[config.mk]
export PLATFORM = sky130hd
export DESIGN_NAME = midpoint_circle_rasterizer_top
export DESIGN_NICKNAME = d
export VERILOG_FILES = /design/src/rtl/mcr_pkg.sv /design/src/rtl/mcr_walker.sv /design/src/rtl/mcr_point_unit.sv /design/src/rtl/midpoint_circle_rasterizer_top.sv
export SDC_FILE = /design/constraint.sdc
export NUM_CORES = 1
export LEC_CHECK = 0
export BUFFER_PORTS_ARGS = -buffer_cell sky130_fd_sc_hd__buf_2
export CAP_MARGIN = 20
export CORE_ASPECT_RATIO = 0.5
export CORE_MARGIN = 5
export CORE_UTILIZATION = 45
export CTS_CLUSTER_DIAMETER = 100
export DETAILED_ROUTE_END_ITERATION = 6
export GPL_ROUTABILITY_DRIVEN = 0
export SETUP_SLACK_MARGIN = 0.1
export SLEW_MARGIN = 20
export SYNTH_ARGS = -nofsm -noshare
export SYNTH_HDL_FRONTEND = slang
export SYNTH_SLANG_ARGS = --single-unit
[constraint.sdc]
create_clock -name clock -period 12.5 [get_ports clock]
set_input_delay 1.25 -clock clock [delete_from_list [all_inputs] [get_ports clock]]
set_output_delay 1.25 -clock clock [all_outputs]
set_load 0.02 [all_outputs]
[src/rtl/mcr_pkg.sv]
// Shared types and constants for the midpoint circle rasterizer.
`default_nettype none

package mcr_pkg;

   // Request operation codes
   localparam logic OP_LOAD = 1'b0;
   localparam logic OP_STEP = 1'b1;

   // Control register indexes
   localparam logic CSR_SCREEN_WIDTH  = 1'b0;
   localparam logic CSR_SCREEN_HEIGHT = 1'b1;

   localparam int CoordW  = 12;  // pixel coordinate width
   localparam int DimW    = 13;  // screen dimension width
   localparam int OffW    = 13;  // signed octant offset width
   localparam int PosW    = 14;  // signed point coordinate width
   localparam int DecW    = 16;  // signed decision variable width
   localparam int RadiusW = 11;
   localparam int ColorW  = 32;
   localparam int AddrW   = 24;
   localparam int OctW    = 3;

   localparam int MaxDimDefault = 4096;

   localparam logic [DimW-1:0] WidthReset  = 13'd1024;
   localparam logic [DimW-1:0] HeightReset = 13'd768;

   localparam logic [OctW-1:0] OctFirst = 3'd0;
   localparam logic [OctW-1:0] OctLast  = 3'd7;

   // Snapshot of one step: the eight points share these values
   typedef struct packed {
      logic [CoordW-1:0]        center_col;
      logic [CoordW-1:0]        center_row;
      logic signed [OffW-1:0]   off_x;
      logic signed [OffW-1:0]   off_y;
      logic [ColorW-1:0]        color;
      logic                     done;
   } job_type;

   // One plotted point
   typedef struct packed {
      logic                visible;
      logic [CoordW-1:0]   pixel_x;
      logic [CoordW-1:0]   pixel_y;
      logic [AddrW-1:0]    pixel_address;
      logic [ColorW-1:0]   color_out;
      logic                last_of_step;
      logic                circle_done;
   } point_type;

endpackage

`default_nettype wire

[src/rtl/mcr_walker.sv]
// Circle walker: centre, offsets and midpoint decision variable.
`default_nettype none

module mcr_walker (
   input  wire logic                      clock,
   input  wire logic                      reset,
   input  wire logic                      load_en,
   input  wire logic                      step_en,
   input  wire logic [mcr_pkg::CoordW-1:0]  center_x,
   input  wire logic [mcr_pkg::CoordW-1:0]  center_y,
   input  wire logic [mcr_pkg::RadiusW-1:0] radius,
   input  wire logic [mcr_pkg::ColorW-1:0]  pixel_color,
   output      logic                      active,
   output      mcr_pkg::job_type          job
);
   import mcr_pkg::*;

   logic [CoordW-1:0]       col_ff, col_in;
   logic [CoordW-1:0]       row_ff, row_in;
   logic [ColorW-1:0]       color_ff, color_in;
   logic signed [OffW-1:0]  x_ff, x_in;
   logic signed [OffW-1:0]  y_ff, y_in;
   logic signed [DecW-1:0]  d_ff, d_in;
   logic                    active_ff, active_in;

   logic                    done;
   logic signed [OffW-1:0]  x_next;
   logic signed [OffW-1:0]  y_dec;
   logic signed [DecW-1:0]  diff_w;
   logic signed [DecW-1:0]  x_next_w;

   // Current point set handed to the sequencer
   assign done = (y_ff < x_ff);
   assign job  = '{center_col: col_ff, center_row: row_ff, off_x: x_ff, off_y: y_ff,
                   color: color_ff, done: done};
   assign active = active_ff;

   // Midpoint update terms
   assign x_next   = x_ff + OffW'(1);
   assign y_dec    = y_ff - OffW'(1);
   assign diff_w   = DecW'(x_next) - DecW'(y_dec);
   assign x_next_w = DecW'(x_next);

   always_comb begin
      col_in    = col_ff;
      row_in    = row_ff;
      color_in  = color_ff;
      x_in      = x_ff;
      y_in      = y_ff;
      d_in      = d_ff;
      active_in = active_ff;
      if (load_en) begin
         col_in    = center_x;
         row_in    = center_y;
         color_in  = pixel_color;
         x_in      = '0;
         y_in      = OffW'(radius);
         d_in      = DecW'(3) - (DecW'(radius) <<< 1);
         active_in = 1'b1;
      end else if (step_en) begin
         if (done) begin
            active_in = 1'b0;
         end else begin
            x_in = x_next;
            if (d_ff > 0) begin
               y_in = y_dec;
               d_in = d_ff + (diff_w <<< 2) + DecW'(10);
            end else begin
               d_in = d_ff + (x_next_w <<< 2) + DecW'(6);
            end
         end
      end
   end

   always_ff @(posedge clock) begin
      col_ff   <= col_in;
      row_ff   <= row_in;
      color_ff <= color_in;
      x_ff     <= x_in;
      y_ff     <= y_in;
      d_ff     <= d_in;
      if (reset) begin
         active_ff <= 1'b0;
      end else begin
         active_ff <= active_in;
      end
   end

endmodule

`default_nettype wire

[src/rtl/mcr_point_unit.sv]
// Octant point unit: mirror, clip and address one point of a step.
`default_nettype none

module mcr_point_unit #(
   parameter int MAX_DIM = mcr_pkg::MaxDimDefault
) (
   input  wire mcr_pkg::job_type             job,
   input  wire logic [mcr_pkg::OctW-1:0]     octant,
   input  wire logic [mcr_pkg::DimW-1:0]     screen_width,
   input  wire logic [mcr_pkg::DimW-1:0]     screen_height,
   output      mcr_pkg::point_type           point
);
   import mcr_pkg::*;

   localparam int CmpW = $clog2(MAX_DIM + 1) > DimW ? $clog2(MAX_DIM + 1) : DimW;
   localparam logic [CmpW-1:0] MaxDimC = CmpW'(MAX_DIM);

   logic [CmpW-1:0]         width_c;
   logic [CmpW-1:0]         width_eff_c;
   logic [DimW-1:0]         width_eff;
   logic signed [OffW-1:0]  off_a;
   logic signed [OffW-1:0]  off_b;
   logic signed [PosW-1:0]  step_a;
   logic signed [PosW-1:0]  step_b;
   logic signed [PosW-1:0]  pos_x;
   logic signed [PosW-1:0]  pos_y;
   logic [DimW-1:0]         col;
   logic [DimW-1:0]         row;
   logic                    vis;
   logic [2*DimW-1:0]       row_base;
   logic [2*DimW-1:0]       addr_full;

   // Width limited to the largest supported dimension
   assign width_c     = CmpW'(screen_width);
   assign width_eff_c = (width_c > MaxDimC) ? MaxDimC : width_c;
   assign width_eff   = width_eff_c[DimW-1:0];

   // Octant select: bit 2 swaps x/y, bit 0 negates column, bit 1 negates row
   assign off_a  = octant[2] ? job.off_y : job.off_x;
   assign off_b  = octant[2] ? job.off_x : job.off_y;
   assign step_a = octant[0] ? -PosW'(off_a) : PosW'(off_a);
   assign step_b = octant[1] ? -PosW'(off_b) : PosW'(off_b);
   assign pos_x  = signed'(PosW'(job.center_col)) + step_a;
   assign pos_y  = signed'(PosW'(job.center_row)) + step_b;

   // Clip against the screen
   assign col = pos_x[DimW-1:0];
   assign row = pos_y[DimW-1:0];
   assign vis = !pos_x[PosW-1] && !pos_y[PosW-1] && (col < width_eff) && (row < screen_height);

   // Framebuffer word address
   assign row_base  = (2*DimW)'(row) * (2*DimW)'(width_eff);
   assign addr_full = row_base + (2*DimW)'(col);

   always_comb begin
      point.visible       = vis;
      point.pixel_x       = vis ? col[CoordW-1:0] : '0;
      point.pixel_y       = vis ? row[CoordW-1:0] : '0;
      point.pixel_address = vis ? addr_full[AddrW-1:0] : '0;
      point.color_out     = vis ? job.color : '0;
      point.last_of_step  = (octant == OctLast);
      point.circle_done   = job.done;
   end

endmodule

`default_nettype wire

[src/rtl/midpoint_circle_rasterizer_top.sv]
// Top level of the midpoint circle rasterizer with screen clipping.
//
//  Channel  Direction  Handshake            Payload
//  req      in         req_valid/req_ready  op, center, radius, color
//  rsp      out        rsp_valid/rsp_ready  eight plotted points per step request
//  csr      in         csr_write_enable     screen width / height
//
// A load request gives no result. A step request holds the octant sequencer for
// its eight octants, one point a cycle into the result register while rsp_ready
// does not stall it; the next request is taken at the edge that moves the eighth
// point into the result register. A stalled rsp_ready freezes the sequencer.
// Reset restores the screen size, clears the active circle and empties the pipe.
`default_nettype none

module midpoint_circle_rasterizer_top #(
   parameter int MAX_DIM = mcr_pkg::MaxDimDefault
) (
   input  wire logic                          clock,
   input  wire logic                          reset,
   input  wire logic                          req_valid,
   output      logic                          req_ready,
   input  wire logic                          req_op,
   input  wire logic [mcr_pkg::CoordW-1:0]    req_center_x,
   input  wire logic [mcr_pkg::CoordW-1:0]    req_center_y,
   input  wire logic [mcr_pkg::RadiusW-1:0]   req_radius,
   input  wire logic [mcr_pkg::ColorW-1:0]    req_pixel_color,
   output      logic                          rsp_valid,
   input  wire logic                          rsp_ready,
   output      logic                          rsp_visible,
   output      logic [mcr_pkg::CoordW-1:0]    rsp_pixel_x,
   output      logic [mcr_pkg::CoordW-1:0]    rsp_pixel_y,
   output      logic [mcr_pkg::AddrW-1:0]     rsp_pixel_address,
   output      logic [mcr_pkg::ColorW-1:0]    rsp_color_out,
   output      logic                          rsp_last_of_step,
   output      logic                          rsp_circle_done,
   input  wire logic                          csr_write_enable,
   input  wire logic                          csr_index,
   input  wire logic [mcr_pkg::DimW-1:0]      csr_write_data
);
   import mcr_pkg::*;

   logic [DimW-1:0]  width_ff, width_in;
   logic [DimW-1:0]  height_ff, height_in;
   job_type          job_ff, job_in;
   logic             job_valid_ff, job_valid_in;
   logic [OctW-1:0]  oct_ff, oct_in;
   point_type        rsp_ff, rsp_in;
   logic             rsp_valid_ff, rsp_valid_in;

   logic             accept;
   logic             load_en;
   logic             step_en;
   logic             active;
   logic             advance;
   logic             job_free;
   job_type          job_now;
   point_type        point;

   // Handshake
   assign advance   = job_valid_ff && (!rsp_valid_ff || rsp_ready);
   assign job_free  = !job_valid_ff || (advance && (oct_ff == OctLast));
   assign req_ready = job_free;
   assign accept    = req_valid && req_ready;
   assign load_en   = accept && (req_op == OP_LOAD);
   assign step_en   = accept && (req_op == OP_STEP) && active;

   mcr_walker u_walker (
      .clock       (clock),
      .reset       (reset),
      .load_en     (load_en),
      .step_en     (step_en),
      .center_x    (req_center_x),
      .center_y    (req_center_y),
      .radius      (req_radius),
      .pixel_color (req_pixel_color),
      .active      (active),
      .job         (job_now)
   );

   mcr_point_unit #(
      .MAX_DIM (MAX_DIM)
   ) u_point_unit (
      .job           (job_ff),
      .octant        (oct_ff),
      .screen_width  (width_ff),
      .screen_height (height_ff),
      .point         (point)
   );

   // Control registers
   always_comb begin
      width_in  = width_ff;
      height_in = height_ff;
      if (csr_write_enable) begin
         unique case (csr_index)
            CSR_SCREEN_WIDTH:  width_in  = csr_write_data;
            CSR_SCREEN_HEIGHT: height_in = csr_write_data;
            default: ;
         endcase
      end
   end

   // Octant sequencer
   always_comb begin
      job_in       = job_ff;
      job_valid_in = job_valid_ff;
      oct_in       = oct_ff;
      if (advance) begin
         oct_in = oct_ff + OctW'(1);
         if (oct_ff == OctLast) begin
            job_valid_in = 1'b0;
         end
      end
      if (step_en) begin
         job_in       = job_now;
         job_valid_in = 1'b1;
         oct_in       = OctFirst;
      end
   end

   // Result register
   always_comb begin
      rsp_in       = rsp_ff;
      rsp_valid_in = rsp_valid_ff;
      if (advance) begin
         rsp_in       = point;
         rsp_valid_in = 1'b1;
      end else if (rsp_ready) begin
         rsp_valid_in = 1'b0;
      end
   end

   always_ff @(posedge clock) begin
      job_ff <= job_in;
      oct_ff <= oct_in;
      rsp_ff <= rsp_in;
      if (reset) begin
         width_ff     <= WidthReset;
         height_ff    <= HeightReset;
         job_valid_ff <= 1'b0;
         rsp_valid_ff <= 1'b0;
      end else begin
         width_ff     <= width_in;
         height_ff    <= height_in;
         job_valid_ff <= job_valid_in;
         rsp_valid_ff <= rsp_valid_in;
      end
   end

   assign rsp_valid         = rsp_valid_ff;
   assign rsp_visible       = rsp_ff.visible;
   assign rsp_pixel_x       = rsp_ff.pixel_x;
   assign rsp_pixel_y       = rsp_ff.pixel_y;
   assign rsp_pixel_address = rsp_ff.pixel_address;
   assign rsp_color_out     = rsp_ff.color_out;
   assign rsp_last_of_step  = rsp_ff.last_of_step;
   assign rsp_circle_done   = rsp_ff.circle_done;

endmodule

`default_nettype wire
==> results.md <==
- Unrepaired setup endpoints after global routing: no
- Sum of routed wire length over all layers: between 50000 and 60000 um
- Worst Skew: 29.23 ps
- Starting Density: a little under half
- Switching part of the total power: 47.04%
- Startpoint of the worst-slack reg-to-reg timing path: oct_ff[2]$_SDFFE_PP0P_
- Worst-case register-to-register setup slack: 2810 ps
- Die extent in y: about 160 um
- Post-synth ARST share: 0%
- Routed wirelength normalized by instance count: about 18 um
- Kind of path behind the tightest hold check: reg -> reg
- Top post-synthesis cells by area: sky130_fd_sc_hd__edfxtp_1 35%, sky130_fd_sc_hd__fa_1 13%, sky130_fd_sc_hd__ha_1 13%, sky130_fd_sc_hd__dfxtp_1 4.4%, sky130_fd_sc_hd__inv_1 4.0%
- Slowest-stage cell, CP: sky130_fd_sc_hd__xnor2_1
- Total internal power: around 0.0032 W
- Pin count of the biggest net entering global routing: 66
- Post-detailed-placement half-perimeter wirelength: approximately 39000 um
- Post-synthesis cell area: 0.02123 mm2
- Time the final worst path needs with I/O delays and setup: 9689 ps
- Final Cycle Share: about 78%
- Beginning of the critical path: oct_ff[2]$_SDFFE_PP0P_
- Count of unique library cells instantiated by Yosys: 76
- Ys Warns: 0
- Leakage: around 10 nW
- Post-Syn Nets: ~2400
- Fraction of post-synthesis cell area in the top cell type by area: between 30% and 40%
- Num ports: 172
- Post-synth top area cell: sky130_fd_sc_hd__edfxtp_1
- Number of buffers added to fix hold violations after cts: 0
- DRC Markers: 0
- Biggest cell delay along the critical path: approximately 700 ps
- Setup crit end kind: flop
- Cell with the most instances after synthesis: sky130_fd_sc_hd__edfxtp_1
- Post-layout instance area: 0.02373 mm2
- Clock insertion delay at the later pin of the skew report: 590 ps
- Number of nets at the end of the flow: 2611
- Top cells by count, synth: 248 x sky130_fd_sc_hd__edfxtp_1, 228 x sky130_fd_sc_hd__inv_1, 213 x sky130_fd_sc_hd__ha_1
- Nature of the critical path startpoint: flop
- Post-DRT Antenna Nets: 0
- Number of buffers on the longest clock path: 3
- Global-route wire length before repair: 79600 um
- Cell area after placement: about 0.023 mm2
- Final Hold Fails: 0
- Destination of the worst register-to-register timing path: rsp_pixel_address[23]$_SDFFCE_PN0P_
- Average footprint of a synthesized cell: ~11 um2
- Non-filler cells, final: 2837
- Clock Sink Count: about 300
- Fill cell instance count of the final layout: between 4000 and 5000
- Average via count per standard cell: slightly above 5
- Area Overhead vs Synth: 11.79%
- Sequential share of the synthesized area: roughly two fifths
- Power per unit of standard cell area: about 250 mW/mm2
- DIE AREA: between 0.05 and 0.06 mm2
- End point of the critical path: rsp_pixel_address[23]$_SDFFCE_PN0P_
- Horiz. Die Dim: ~320 um
- Cell row count: 56
- Worst Path Arrival: 10020 ps
- Total global-route track usage: 19.42%
- Number of global-route vias before repair: approximately 15000
- R2R cell count: 30
- Peak clock frequency supported by timing: between 100 and 150 MHz
- Total negative setup slack: 0 ps
- Cell at the root of the clock tree: sky130_fd_sc_hd__clkbuf_16
- Part of the power in the clock network: roughly 15%
- H-tree levels: 1
- Cell repeated most along the worst path: sky130_fd_sc_hd__fa_1
- TritonCTS clock tree: yes
- Placeable core region: 0.04673 mm2
- Total iterations of the first detailed-routing run: 5
- CTS Buf Count: 29
- Initial antenna violation count: 0
- PortBufs: about 170
- Slew at the pin with the worst max-slew slack: 1106 ps
- Portion of total power attributed to sequential cells: between 10% and 20%
- Worst Setup Path Type: reg -> reg
- Slew Viols, Final: 0
- Final setup violation count: 0
- Data required time at the worst endpoint: about 13000 ps
- Cells resized by post-CTS repair: 0
- Detailed Route Iter0 Violations: around 1000
- MaxCap Viol Count: 0
- Share of final-layout standard cells stronger than drive strength 1: approximately 12%
- Leading register cell type out of synthesis: sky130_fd_sc_hd__edfxtp_1
- Status: finished, final reports clean
- Antenna diode count: 0
- Number of synthesized register bits: between 200 and 300
- CTS clock-pin slew for the worst setup and hold paths: approximately 70 ps
- IR drop worst, VDD: 0.1710 mV
- Net switching power: between 0.002 and 0.003 W
- Instance count after placement with tap cells included: 2784
- Count of vias placed by the detailed router: ~15000
- Combinational group share of total power: 65.3%
- Cells after Synth: approximately 2000
- Post-CTS setup repair buffer count: 0
- Number of flops mapped to enable cells by yosys: between 200 and 250
- Largest fanout on the critical path: 53
- Normalized max-slew margin: 26.15%
- Grt total ovfl: 0
==> worst max-delay path: cells and delay by family (launching register included) <==
family	cells	cell delay, ps
adder cells (fa/ha/maj)	8	3710
flip-flops	1	360
AND/OR/NAND/NOR	5	1030
buffers and inverters	5	730
XOR/XNOR	3	1240
AO/OA/AOI/OAI	9	2360
==> cells in the final DEF, fill, tap and decap left out, drive strengths merged, types with 5 or more instances in the layout <==
master	count
mux2i	27
o221ai	5
xnor2	68
fa	134
clkinv	19
nand3b	5
nor3	29
nand2	187
nor2	190
ha	213
a2111oi	5
o21ai	65
a211oi	16
mux2	7
o21bai	5
nor3b	9
and3	8
or2	6
buf	184
edfxtp	248
a21oi	113
xor2	60
o21a	19
nor2b	25
o211ai	17
nand2b	11
a21o	28
o31ai	6
or3	23
a31oi	5
clkbuf	35
nand3	18
and2	69
dfxtp	47
inv	237
==> through the flow <==
| stage | hold WS (ps) | worst slack (ps) | power, W | util, % |
|---|---|---|---|---|
| 2_1_floorplan | 400.3 | 3067 | 0.004123 | - |
| 3_5_place_dp | 404.5 | 2859 | 0.005080 | 48.71 |
| 6_report | 407.8 | 2811 | 0.005962 | 50.77 |
| 4_1_cts | 407.6 | 2822 | 0.006014 | 50.75 |
| 3_3_place_gp | 401.5 | 2987 | 0.005051 | 48.71 |
| 5_1_grt | 422.1 | 2166 | 0.006586 | 50.77 |
==> layout make-up <==
cell class,count,area [um2],area share (%)
timing repair buffer,184,953.4,4.018
clock inverter,18,202.7,0.8542
clock buffer,35,748.2,3.153
inverter,242,912.1,3.844
sequential,295,8389,35.36
tap,638,798.3,3.364
multi-input combinational,1425,11720,49.41
==> flip-flops by register name (all words and copies together), names as in the netlist <==
name	count
height_ff	13
job_ff	83
job_valid_ff	1
oct_ff	3
rsp_circle_done	1
rsp_color_out	32
rsp_last_of_step	1
rsp_pixel_address	24
rsp_pixel_x	12
rsp_pixel_y	12
rsp_valid	1
rsp_visible	1
u_walker.active	1
u_walker.col_ff	12
u_walker.color_ff	32
u_walker.d_ff	15
u_walker.row_ff	12
u_walker.x_ff	13
u_walker.y_ff	13
width_ff	13
==> how the worst min path moves through the flow <==
stage,start,to,slack [ps],depth (start not counted)
floorplan,u_walker.color_ff[9]$_DFFE_PP_,job_ff[10]$_DFFE_PP_,400,0
global placement,u_walker.color_ff[5]$_DFFE_PP_,job_ff[6]$_DFFE_PP_,400,0
detailed placement,u_walker.color_ff[11]$_DFFE_PP_,job_ff[12]$_DFFE_PP_,400,0
CTS,u_walker.color_ff[28]$_DFFE_PP_,job_ff[29]$_DFFE_PP_,410,0
global route,u_walker.color_ff[24]$_DFFE_PP_,job_ff[25]$_DFFE_PP_,420,0
finish,u_walker.color_ff[28]$_DFFE_PP_,job_ff[29]$_DFFE_PP_,410,0
==> kinds of logic after synthesis <==
logic type	after synthesis	share of synthesized area, %
simple gates	595	13.16
fa+ha+maj	347	25.19
compound gates	320	9.573
flops	295	39.52
buf+inv	288	5.329
xor+xnor	129	5.547
mux	34	1.680
==> per-layer routing <==
metal | vias to the layer above | GRT usage [%] | share of wire, %
met1 | 7040 | 27.34 | 46
li1 | 7202 | - | -
met2 | 284 | 32.42 | 47
met4 | 0 | 3.937 | 2.1
met3 | 61 | 2.815 | 4.3
met5 | - | 0 | 0
==> power groups by stage <==
stage	Combinational (W)	Clock (W)	Sequential, W
floorplan	0.00293	0	0.00119
global placement	0.00386	0	0.00119
detailed placement	0.00389	0	0.00119
CTS	0.00392	0.000919	0.00117
global route	0.00445	0.000964	0.00118
finish	0.00389	0.000896	0.00117
Note: power is estimated with default switching activity, not from simulation.
